**src/rtl/core/fdli_pkg.sv**
```systemverilog
// Package for the fractional delay line unit: field widths, constants and
// the command struct between controller and datapath. No dependencies.
package fdli_pkg;

   localparam int SAMPLE_W = 24;
   localparam int DELAY_W  = 15;
   localparam int SPM_W    = 24;
   localparam int FRAC_W   = 16;
   localparam int PROD_W   = DELAY_W + SPM_W;
   localparam int DQ_W     = PROD_W - 4;

   localparam int unsigned DEPTH_DEFAULT = 131072;

   localparam logic [DELAY_W-1:0] DELAY_LIMIT = 15'd32000;
   localparam logic [SPM_W-1:0]   SPM_RESET   = 24'd2890138;

   // One strobe per datapath step, issued by the controller.
   typedef struct packed {
      logic load_in;
      logic mul_delay;
      logic addr_calc;
      logic rd_i0;
      logic rd_i1;
      logic wr_sample;
      logic mac;
      logic load_out;
   } cmd_type;

endpackage

```
**src/rtl/core/fdli_ctrl.sv**
```systemverilog
// Controller of the fractional delay line unit: sequences one item through
// the datapath steps and owns the handshakes. Depends on fdli_pkg.
module fdli_ctrl (
   input  logic             clock,
   input  logic             reset,
   input  logic             req_valid,
   output logic             req_ready,
   output logic             rsp_valid,
   input  logic             rsp_ready,
   output fdli_pkg::cmd_type cmd
);

   typedef enum logic [7:0] {
      ST_IDLE = 8'b0000_0001,
      ST_CALC = 8'b0000_0010,
      ST_ADDR = 8'b0000_0100,
      ST_RD0  = 8'b0000_1000,
      ST_RD1  = 8'b0001_0000,
      ST_WR   = 8'b0010_0000,
      ST_MAC  = 8'b0100_0000,
      ST_DONE = 8'b1000_0000
   } state_type;

   state_type state_ff, state_in;
   logic      rsp_valid_ff, rsp_valid_in;
   logic      out_free;

   assign out_free  = !rsp_valid_ff || rsp_ready;
   assign req_ready = (state_ff == ST_IDLE);
   assign rsp_valid = rsp_valid_ff;

   always_comb begin
      state_in     = state_ff;
      rsp_valid_in = rsp_valid_ff && !rsp_ready;
      cmd          = '0;
      case (state_ff)
         ST_IDLE: begin
            if (req_valid) begin
               cmd.load_in = 1'b1;
               state_in    = ST_CALC;
            end
         end
         ST_CALC: begin
            cmd.mul_delay = 1'b1;
            state_in      = ST_ADDR;
         end
         ST_ADDR: begin
            cmd.addr_calc = 1'b1;
            state_in      = ST_RD0;
         end
         ST_RD0: begin
            cmd.rd_i0 = 1'b1;
            state_in  = ST_RD1;
         end
         ST_RD1: begin
            cmd.rd_i1 = 1'b1;
            state_in  = ST_WR;
         end
         ST_WR: begin
            cmd.wr_sample = 1'b1;
            state_in      = ST_MAC;
         end
         ST_MAC: begin
            cmd.mac  = 1'b1;
            state_in = ST_DONE;
         end
         ST_DONE: begin
            // The result waits here while the previous one is still held.
            if (out_free) begin
               cmd.load_out = 1'b1;
               rsp_valid_in = 1'b1;
               state_in     = ST_IDLE;
            end
         end
         default: begin
            state_in = ST_IDLE;
         end
      endcase
   end

   always_ff @(posedge clock) begin
      if (reset) begin
         state_ff     <= ST_IDLE;
         rsp_valid_ff <= 1'b0;
      end else begin
         state_ff     <= state_in;
         rsp_valid_ff <= rsp_valid_in;
      end
   end

endmodule

```
**config.mk**
```make
export PLATFORM = sky130hd
export DESIGN_NAME = fdli_ctrl
export DESIGN_NICKNAME = d
export VERILOG_FILES = /design/src/rtl/core/fdli_pkg.sv /design/src/rtl/core/fdli_ctrl.sv
export SDC_FILE = /design/constraint.sdc
export NUM_CORES = 1
export LEC_CHECK = 0
export BUFFER_PORTS_ARGS = -buffer_cell sky130_fd_sc_hd__buf_4
export CAP_MARGIN = 30
export CORE_AREA = 10 10 47 49
export CTS_CLUSTER_SIZE = 24
export DETAILED_ROUTE_END_ITERATION = 7
export DIE_AREA = 0 0 57 59
export PLACE_DENSITY_LB_ADDON = 0.15
export SLEW_MARGIN = 10
export SYNTH_ARGS = -nofsm -noshare
export SYNTH_HDL_FRONTEND = slang
export SYNTH_SLANG_ARGS = --single-unit
```
**constraint.sdc**
```tcl
create_clock -name clock -period 2.6 [get_ports clock]
set_clock_uncertainty 0.1 [all_clocks]
set_input_delay 0.39 -clock clock [delete_from_list [all_inputs] [get_ports clock]]
set_output_delay 0.39 -clock clock [all_outputs]
set_load 0.05 [all_outputs]
```
# [After elaboration in Yosys (flattened, before gate mapping)]
# Index checks and enable logic that the tools add are counted.
[totals] register_bits=9 wordCells=32 mem_bits_rw=0 latchBits=0 in_bits=4 romBits=0 output_inout_bits=10 memories=0
[classes] reduce_logical=5 n_shift=0 n_eq_ne=10 n_mul=0 n_mux=15 n_addsub=0 bitwise=0 order_cmp=0 div_mod_pow=0
[op_table] operator="case mux 8 bit (8 select lines)" count=1
[op_table] operator="two-way mux 8 bit" count=2
[op_table] operator="two-way mux 1 bit" count=12
[op_table] operator="equality test 8 x 1 -> 1 bit, second input constant" count=1
[op_table] operator="equality test 8 x 2 -> 1 bit, second input constant" count=1
[op_table] operator="equality test 8 x 3 -> 1 bit, second input constant" count=1
[op_table] operator="equality test 8 x 4 -> 1 bit, second input constant" count=1
[op_table] operator="equality test 8 x 5 -> 1 bit, second input constant" count=1
[op_table] operator="equality test 8 x 6 -> 1 bit, second input constant" count=1
[op_table] operator="equality test 8 x 7 -> 1 bit, second input constant" count=1
[op_table] operator="equality test 8 bit, second input constant" count=1
[op_table] operator="!= test 2 bit, second input constant" count=2
[op_table] operator="zero test 1 bit" count=2
[op_table] operator="AND reduction 2 bit" count=1
[op_table] operator="logical AND 1 bit" count=1
[op_table] operator="logical OR 1 bit" count=1

# [Longest topological paths before layout]
# Gate-level depths: netlist of the first run.
[depth] word_depth=4 mapped_depth=4 mapped_depth_nobuf=4

# [Worst setup path before layout of the first run]
# Ideal clock, no wire load.
[synth_path] kind="register -> output" from="register state_ff[1]" to="output port cmd[7] in the netlist's numbering" slack_ns=0.422 arrival_ns=1.688 path_buffers=0 path_stages_with_launch=4 required_ns=2.110 path_cell_list="dfxtp_1 -> nor4_1 -> and3_1 -> and2_1"
[synth_lines] item="start, declared" line_no="fdli_ctrl.sv:24" rtl="state_type state_ff, state_in;"
[synth_lines] item="start signal, assigned" line_no="fdli_ctrl.sv:86" rtl="state_ff <= state_in;"
[synth_lines] item="end, declared" line_no="fdli_ctrl.sv:10" rtl="output fdli_pkg::cmd_type cmd"

==> results.md, run 1 <==
* Vias in the first global route at 411
* Syn nets at 55
* Clock root buffer: clkbuf_4
* Clock transition at path regs at 0.06 ns
* Worst setup path category: register to output port
* Arr. time, crit path at 1.65 ns
* Drt first pass iters at 4
* Row Count at 14
* Hold-fix buffers, CTS at 0
* Syn_area_per_cell at 10.0 sq um
* Fin crit share at 82.3%
* Iter 0 DRT Violations at 5
* Nets at 72
* Maxcap violations at 0
* I/O pins at 14
* Die X at 57 um
* Total Power at 0.329 mW
* Initial antenna violation count at 0
* CP top delay family: simple AND/OR/NAND/NOR gates
* Ys async rst share at 0%
* Synth Cell Area at 512 sq um
* Starting Density at 36.5%
* Clock Latency Late Sink at 0.26 ns
* Post-synthesis sequential area ratio at 35.2%
* Final hold violations at 0
* Max-slew violation count at 0
* Final setup vio count at 0
* Hold Crit Class: input pin to register
* Run status: completed
* EDFF count, synth at 0
* Post-synth top area share at 35.2%
* Total global routing overflow at 0
* Fraction of layout cells with a size suffix above 1 at 35.8%
* Req. time, crit path at 2.11 ns
* Core Region at 1400 sq um
* Pre-CTS WS at 0.748 ns
* CTS max path bufs at 2
* Fin worst setup slack at 0.461 ns
* DR vias at 417
* Worst-margin pin slew at 0.330 ns
* CP Buf/Inv Count at 1
* DR DRC count at 0
* First-pass GRT wire length at 1.78 mm
* Crit path max-delay cell type: or3_4
* Maximum vdd ir drop at 0.000239 V
* Total Wirelength at 1.10 mm
* All-Layer GR Usage at 6.73%
* Setup TNS at 0 ns
* Distinct cells, synth at 27
* Slew Limit Headroom at 77.8%
* Synth-to-layout area growth at 26.7%
* P per Cell Area at 507 nW/um^2
* Wire length per cell at 13.2 um
* Post-Layout Cell Count at 83
* Die H at 59 um
* Largest net degree at the start of global routing at 9
* H-tree levels at 1
* Final Wtd Congestion at 0.737
* Fin util at 46.3%
* CP max FO at 5
* Final min period at 2.14 ns
* ANT nets after route at 0
* Port Buffers at 13
* Fmax at 0.468 GHz
* Leakage power at 0.287 nW
* Placed cell count at 79
* Dpl hpwl at 864 um
* Antenna Diode Count at 0
* Die ar. at 3360 sq um
* CTS tree: done
* CP max stage delay at 0.41 ns
* Clock sink count at 9
* Post-CTS setup buffer count at 0
* Top post-synthesis cells by area: dfxtp_1 35%, nor3b_2 7.3%, and2b_1 5.9%, nor2b_1 4.9%, nand3b_4 3.9%
* Top FF cell, synth: dfxtp_1
* Number of synthesized register bits at 9
* Startpoint type of the worst setup path: register
* Setup crit end kind: output port
* Cell taking the most area after synthesis: dfxtp_1
* Synthesized instance count at 51
* Vias/cell at 5.02
* Ys Warns at 0
* Crit-path cells: or3_4, nand3b_4, nor3b_4, buf_4
* Post_cts resized at 0
* RSZ-0062 raised after global routing: false
* TritonCTS Buffers at 3
## where the power goes
part           switching [mW]  total, mW  internal (mW)
clock network          0.0492      0.108         0.0592
logic                  0.0427     0.0737         0.0311
registers             0.00508      0.147          0.142
## registers in the layout, indices dropped and copies added, names as in the netlist
name,cells
state_ff,8
rsp_valid,1
## cell type report
| class | instances | area [sq um] |
|---|---|---|
| multi-input cells | 39 | 317 |
| inverters | 2 | 7.51 |
| flip-flops and latches | 9 | 180 |
| well taps | 16 | 20.0 |
| clock buffers | 4 | 26.3 |
| repair buffers | 13 | 97.6 |
| fillers | 157 | 753 |
## cell usage after synthesis, types with 2 or more instances
cell type / number
nor3b_2: 3
and2b_1: 4
nor2b_1: 4
nor2_1: 2
a21oi_1: 2
nand2_1: 2
dfxtp_1: 9
nor4_1: 2
inv_1: 2
xnor2_1: 2
and3_1: 2
nor3_1: 2
## per-stage QoR
step | area (sq um) | hold WS (ns)
after global placement | 622 | 0.399
after global routing | 648 | 0.263
after detailed placement | 622 | 0.402
after floorplan | 512 | 0.359
final | 648 | 0.248
after CTS | 648 | 0.243
## logic make-up (layout without fill, tap and decap cells)
kind of cell / after synthesis / in the layout / synth area share (%)
buffers and inverters: 3 / 19 / 2.94
AND/OR/NAND/NOR: 31 / 31 / 51.1
XOR/XNOR: 3 / 3 / 5.14
AO/OA/AOI/OAI: 5 / 5 / 5.62
flip-flops: 9 / 9 / 35.2
## path summary, 6_finish.rpt
check,start,end,slack (ns),cells after the start
setup / recovery,state_ff[6],cmd[2],0.46,4
hold / removal,reset,rsp_valid,0.25,2
setup reg to reg,state_ff[6],state_ff[6],1.14,4
hold reg to reg,rsp_valid,rsp_valid,0.40,2
## worst register-to-register path: cells and delay by family, from the launching register on
family           cells  cell delay, ns
and+or+nand+nor      4            0.98
DFF                  1            0.34
## layer usage
layer	share of wire (%)	GRT usage [%]	wire, um	up-vias
met4	1.8	5.03	20	0
met5	0	0	0	-
met3	9.4	3.22	103	2
met1	48	7.83	533	187
met2	40	9.30	441	15
li1	-	-	-	213
## placed cells by master, fill, tap and decap left out, drive strengths merged
| master | count |
|---|---|
| a21oi | 2 |
| and2 | 1 |
| and2b | 4 |
| and3 | 2 |
| and4bb | 1 |
| buf | 13 |
| clkbuf | 4 |
| dfxtp | 9 |
| inv | 2 |
| nand2 | 2 |
| nand2b | 2 |
| nand3 | 1 |
| nand3b | 1 |
| nand4b | 1 |
| nor2 | 2 |
| nor2b | 4 |
| nor3 | 3 |
| nor3b | 4 |
| nor4 | 2 |
| o211ai | 1 |
| o21ai | 1 |
| o22ai | 1 |
| or3 | 1 |
| xnor2 | 2 |
| xor2 | 1 |
Power figures use the tool's default switching activity.
==> inputs of run 2 (changes only) <==
--- a/config.mk
+++ b/config.mk
@@ -5,12 +5,13 @@
 export SDC_FILE = /design/constraint.sdc
 export NUM_CORES = 1
 export LEC_CHECK = 0
+export ABC_AREA = 1
 export BUFFER_PORTS_ARGS = -buffer_cell sky130_fd_sc_hd__buf_4
 export CAP_MARGIN = 30
-export CORE_AREA = 10 10 47 49
+export CORE_MARGIN = 10
+export CORE_UTILIZATION = 40
 export CTS_CLUSTER_SIZE = 24
 export DETAILED_ROUTE_END_ITERATION = 7
-export DIE_AREA = 0 0 57 59
 export PLACE_DENSITY_LB_ADDON = 0.15
 export SLEW_MARGIN = 10
 export SYNTH_ARGS = -nofsm -noshare
==> constraint.sdc (replaced) <==
create_clock -name clock -period 1.86 [get_ports clock]
set_clock_uncertainty 0.1 [all_clocks]
set_input_delay 0.279 -clock clock [delete_from_list [all_inputs] [get_ports clock]]
set_output_delay 0.279 -clock clock [all_outputs]
set_load 0.05 [all_outputs]
==> results.md, run 2 <==
* Total Wirelength at 1.18 mm (+7.1%)
* Cell taking the most area after synthesis: dfxtp_1
* First-pass GRT wire length at 1.92 mm (+7.8%)
* Port Buffers at 13 (unchanged)
* Final min period at 1.65 ns
* DR top layer: met4
* Die H at 57.2 um (-3.0%)
* Initial antenna violation count at 0 (unchanged)
* Hold-fix buffers, CTS at 0 (unchanged)
* Worst setup path category: register to output port
* Syn nets at 91 (+65%)
* Vias in the first global route at 520 (+27%)
* Slew Limit Headroom at 85.6% (+7.8 points)
* DR DRC count at 0 (unchanged)
* Largest net degree at the start of global routing at 8 (-1)
* Leakage power at 0.409 nW (+43%)
* Iter 0 DRT Violations at 8 (+3)
* Fraction of layout cells with a size suffix above 1 at 39.8% (+4.0 points)
* Met3 WL at 57 um (-45%)
* Fmax at 0.607 GHz
* Starting Density at 42.6% (+6.1 points)
* Startpoint type of the worst setup path: register
* Ys async rst share at 0% (unchanged)
* Worst Setup EP: cmd[0]
* Clock root buffer: clkbuf_4
* EDFF count, synth at 0 (unchanged)
* Synthesized instance count at 87 (+71%)
* Hold WS at 0.133 ns (-0.115 ns)
* Largest register by flop count: state_ff
* ANT nets after route at 0 (unchanged)
* Clock sink count at 9 (unchanged)
* TritonCTS Buffers at 3 (unchanged)
* Met2 wire len at 530 um (+20%)
* Drt first pass iters at 4 (unchanged)
* Worst-margin pin slew at 0.215 ns (-0.115 ns)
* Core Region at 1300 sq um (-7.1%)
* RR Endpoint: state_ff[0]
* P per Cell Area at 670 nW/um^2 (+32%)
* Fin crit share at 88.6%
* Syn_area_per_cell at 6.37 sq um (-37%)
* Req. time, crit path at 1.48 ns (-0.63 ns)
* Synth Cell Area at 554 sq um (+8.3%)
* Total global routing overflow at 0 (unchanged)
* Maximum vdd ir drop at 0.000386 V (+62%)
* Maxcap violations at 0 (unchanged)
* Setup TNS at 0 ns (unchanged)
* Top FF cell, synth: dfxtp_1
* CTS tree: done
* Top post-synthesis cells by area: dfxtp_1 33%, nor2_1 12%, nand2_1 9.5%, inv_1 8.8%, inv_2 6.8%
* Worst Hold Launch: reset
* Clock Latency Late Sink at 0.27 ns (about the same)
* Final setup vio count at 0 (unchanged)
* H-tree levels at 1 (unchanged)
* Reg2Reg Depth at 8 (+4)
* All-Layer GR Usage at 7.53% (+0.80 points)
* Number of synthesized register bits at 9 (unchanged)
* Nets at 108 (+50%)
* Post_cts resized at 0 (unchanged)
* Wire length per cell at 9.97 um (-25%)
* Critical R2R Launch: state_ff[0]
* Max-slew violation count at 0 (unchanged)
* Row Count at 13 (-1)
* Dpl hpwl at 970 um (+12%)
* DR vias at 520 (+25%)
* Setup crit end kind: output port
* Distinct cells, synth at 15 (-44%)
* I/O pins at 14 (unchanged)
* Post-synth top area share at 32.5% (-2.7 points)
* RSZ-0062 raised after global routing: false
* Die ar. at 3270 sq um (-2.6%)
* Post-CTS setup buffer count at 0 (unchanged)
* Ys Warns at 0 (unchanged)
* Final hold violations at 0 (unchanged)
* Final instance area at 689 sq um (+6.4%)
* Placement Cell Area at 663 sq um (+6.6%)
* Synth-to-layout area growth at 24.4%
* Final Wtd Congestion at 0.786 (+6.7%)
* Internal reg-to-reg setup slack at 0.69 ns (-0.45 ns)
* Metal-1 WL at 531 um (-0.38%)
* CP max FO at 4 (-1)
* Top cells by count, synth: 17 x nor2_1, 14 x nand2_1, 13 x inv_1, 10 x inv_2, 9 x dfxtp_1
* Most frequent cells in the layout: 17 x nor2_1, 14 x nand2_1, 13 x inv_1, 13 x buf_4, 10 x inv_2
* Hold Crit Class: input pin to register
* Antenna Diode Count at 0 (unchanged)
* Max FFs per register at 8 (unchanged)
* Arr. time, crit path at 1.27 ns (-0.38 ns)
* Post-synthesis sequential area ratio at 32.5% (-2.7 points)
* Vias/cell at 4.41 (-12%)
* CP startpoint: state_ff[0]
* Most frequent cell after synthesis: nor2_1
* Run status: completed
* CTS max path bufs at 2 (unchanged)
* Most common cell after layout, fill and taps aside: nor2_1
* Clock transition at path regs at 0.07 ns (about the same)
* Die X at 57.2 um (+0.39%)
run 2: cell count changes in the layout (fill, tap and decap cells not counted), sizes merged, moves of 4 or more:
cell   change
nand3      +4
inv       +21
and2b      -4
nor2b      -4
nor3b      -4
nand2     +20
nor2      +20
run 2: cell type report:
type                    count  area, sq um
fillers                   142          612
multi-input cells          54          280
flip-flops and latches      9          180
repair buffers             13         97.6
inverters                  23         86.3
clock buffers               4         26.3
well taps                  15         18.8
run 2: power breakdown:
group / leakage (nW) / total (mW) / internal (mW) / switching [mW]
sequential: 0.0730 / 0.202 / 0.198 / 0.00462
clock: 0.0150 / 0.157 / 0.0829 / 0.0740
combinational: 0.321 / 0.103 / 0.0348 / 0.0682
total: 0.409 / 0.462 / 0.315 / 0.147
run 2: per-layer routing:
metal  global-route usage (%)  vias to the layer above
met2                     11.6                       15
met3                     1.99                        5
met5                        0                        -
met4                     9.06                        0
met1                     7.38                      219
li1                         -                      281
run 2: how the worst min path moves through the flow:
| stage | to | cells past startpoint |
|---|---|---|
| finish | state_ff[6] | 2 |
| global route | state_ff[5] | 2 |
| CTS | rsp_valid | 2 |
| detailed placement | state_ff[6] | 2 |
| global placement | state_ff[7] | 2 |
| floorplan | rsp_valid | 1 |
run 2: metrics by stage:
step | total power [mW] | setup slack [ns] | std cells | util, %
2_1_floorplan | 0.284 | 0.177 | 87 | -
3_3_place_gp | 0.310 | 0.503 | 114 | 51.0
3_5_place_dp | 0.311 | 0.512 | 114 | 51.0
4_1_cts | 0.467 | 0.209 | 118 | 53.0
5_1_grt | 0.485 | 0.101 | 118 | 53.0
6_report | 0.462 | 0.211 | 118 | 53.0
run 2: cells by family (layout without fill, tap and decap cells):
| family | after synthesis | in the layout | synth area share, % |
|---|---|---|---|
| flip-flops | 9 | 9 | 32.5 |
| buffers and inverters | 24 | 40 | 16.9 |
| AO/OA/AOI/OAI | 2 | 2 | 1.81 |
| AND/OR/NAND/NOR | 52 | 52 | 48.8 |
run 2: critical path: stages, from the launching register on:
cell and delay, ns:
dfxtp_1 0.33, inv_2 0.07, nand2_2 0.06, nor2_4 0.16, nand2_1 0.08, nor2_1 0.09
buf_4 0.20
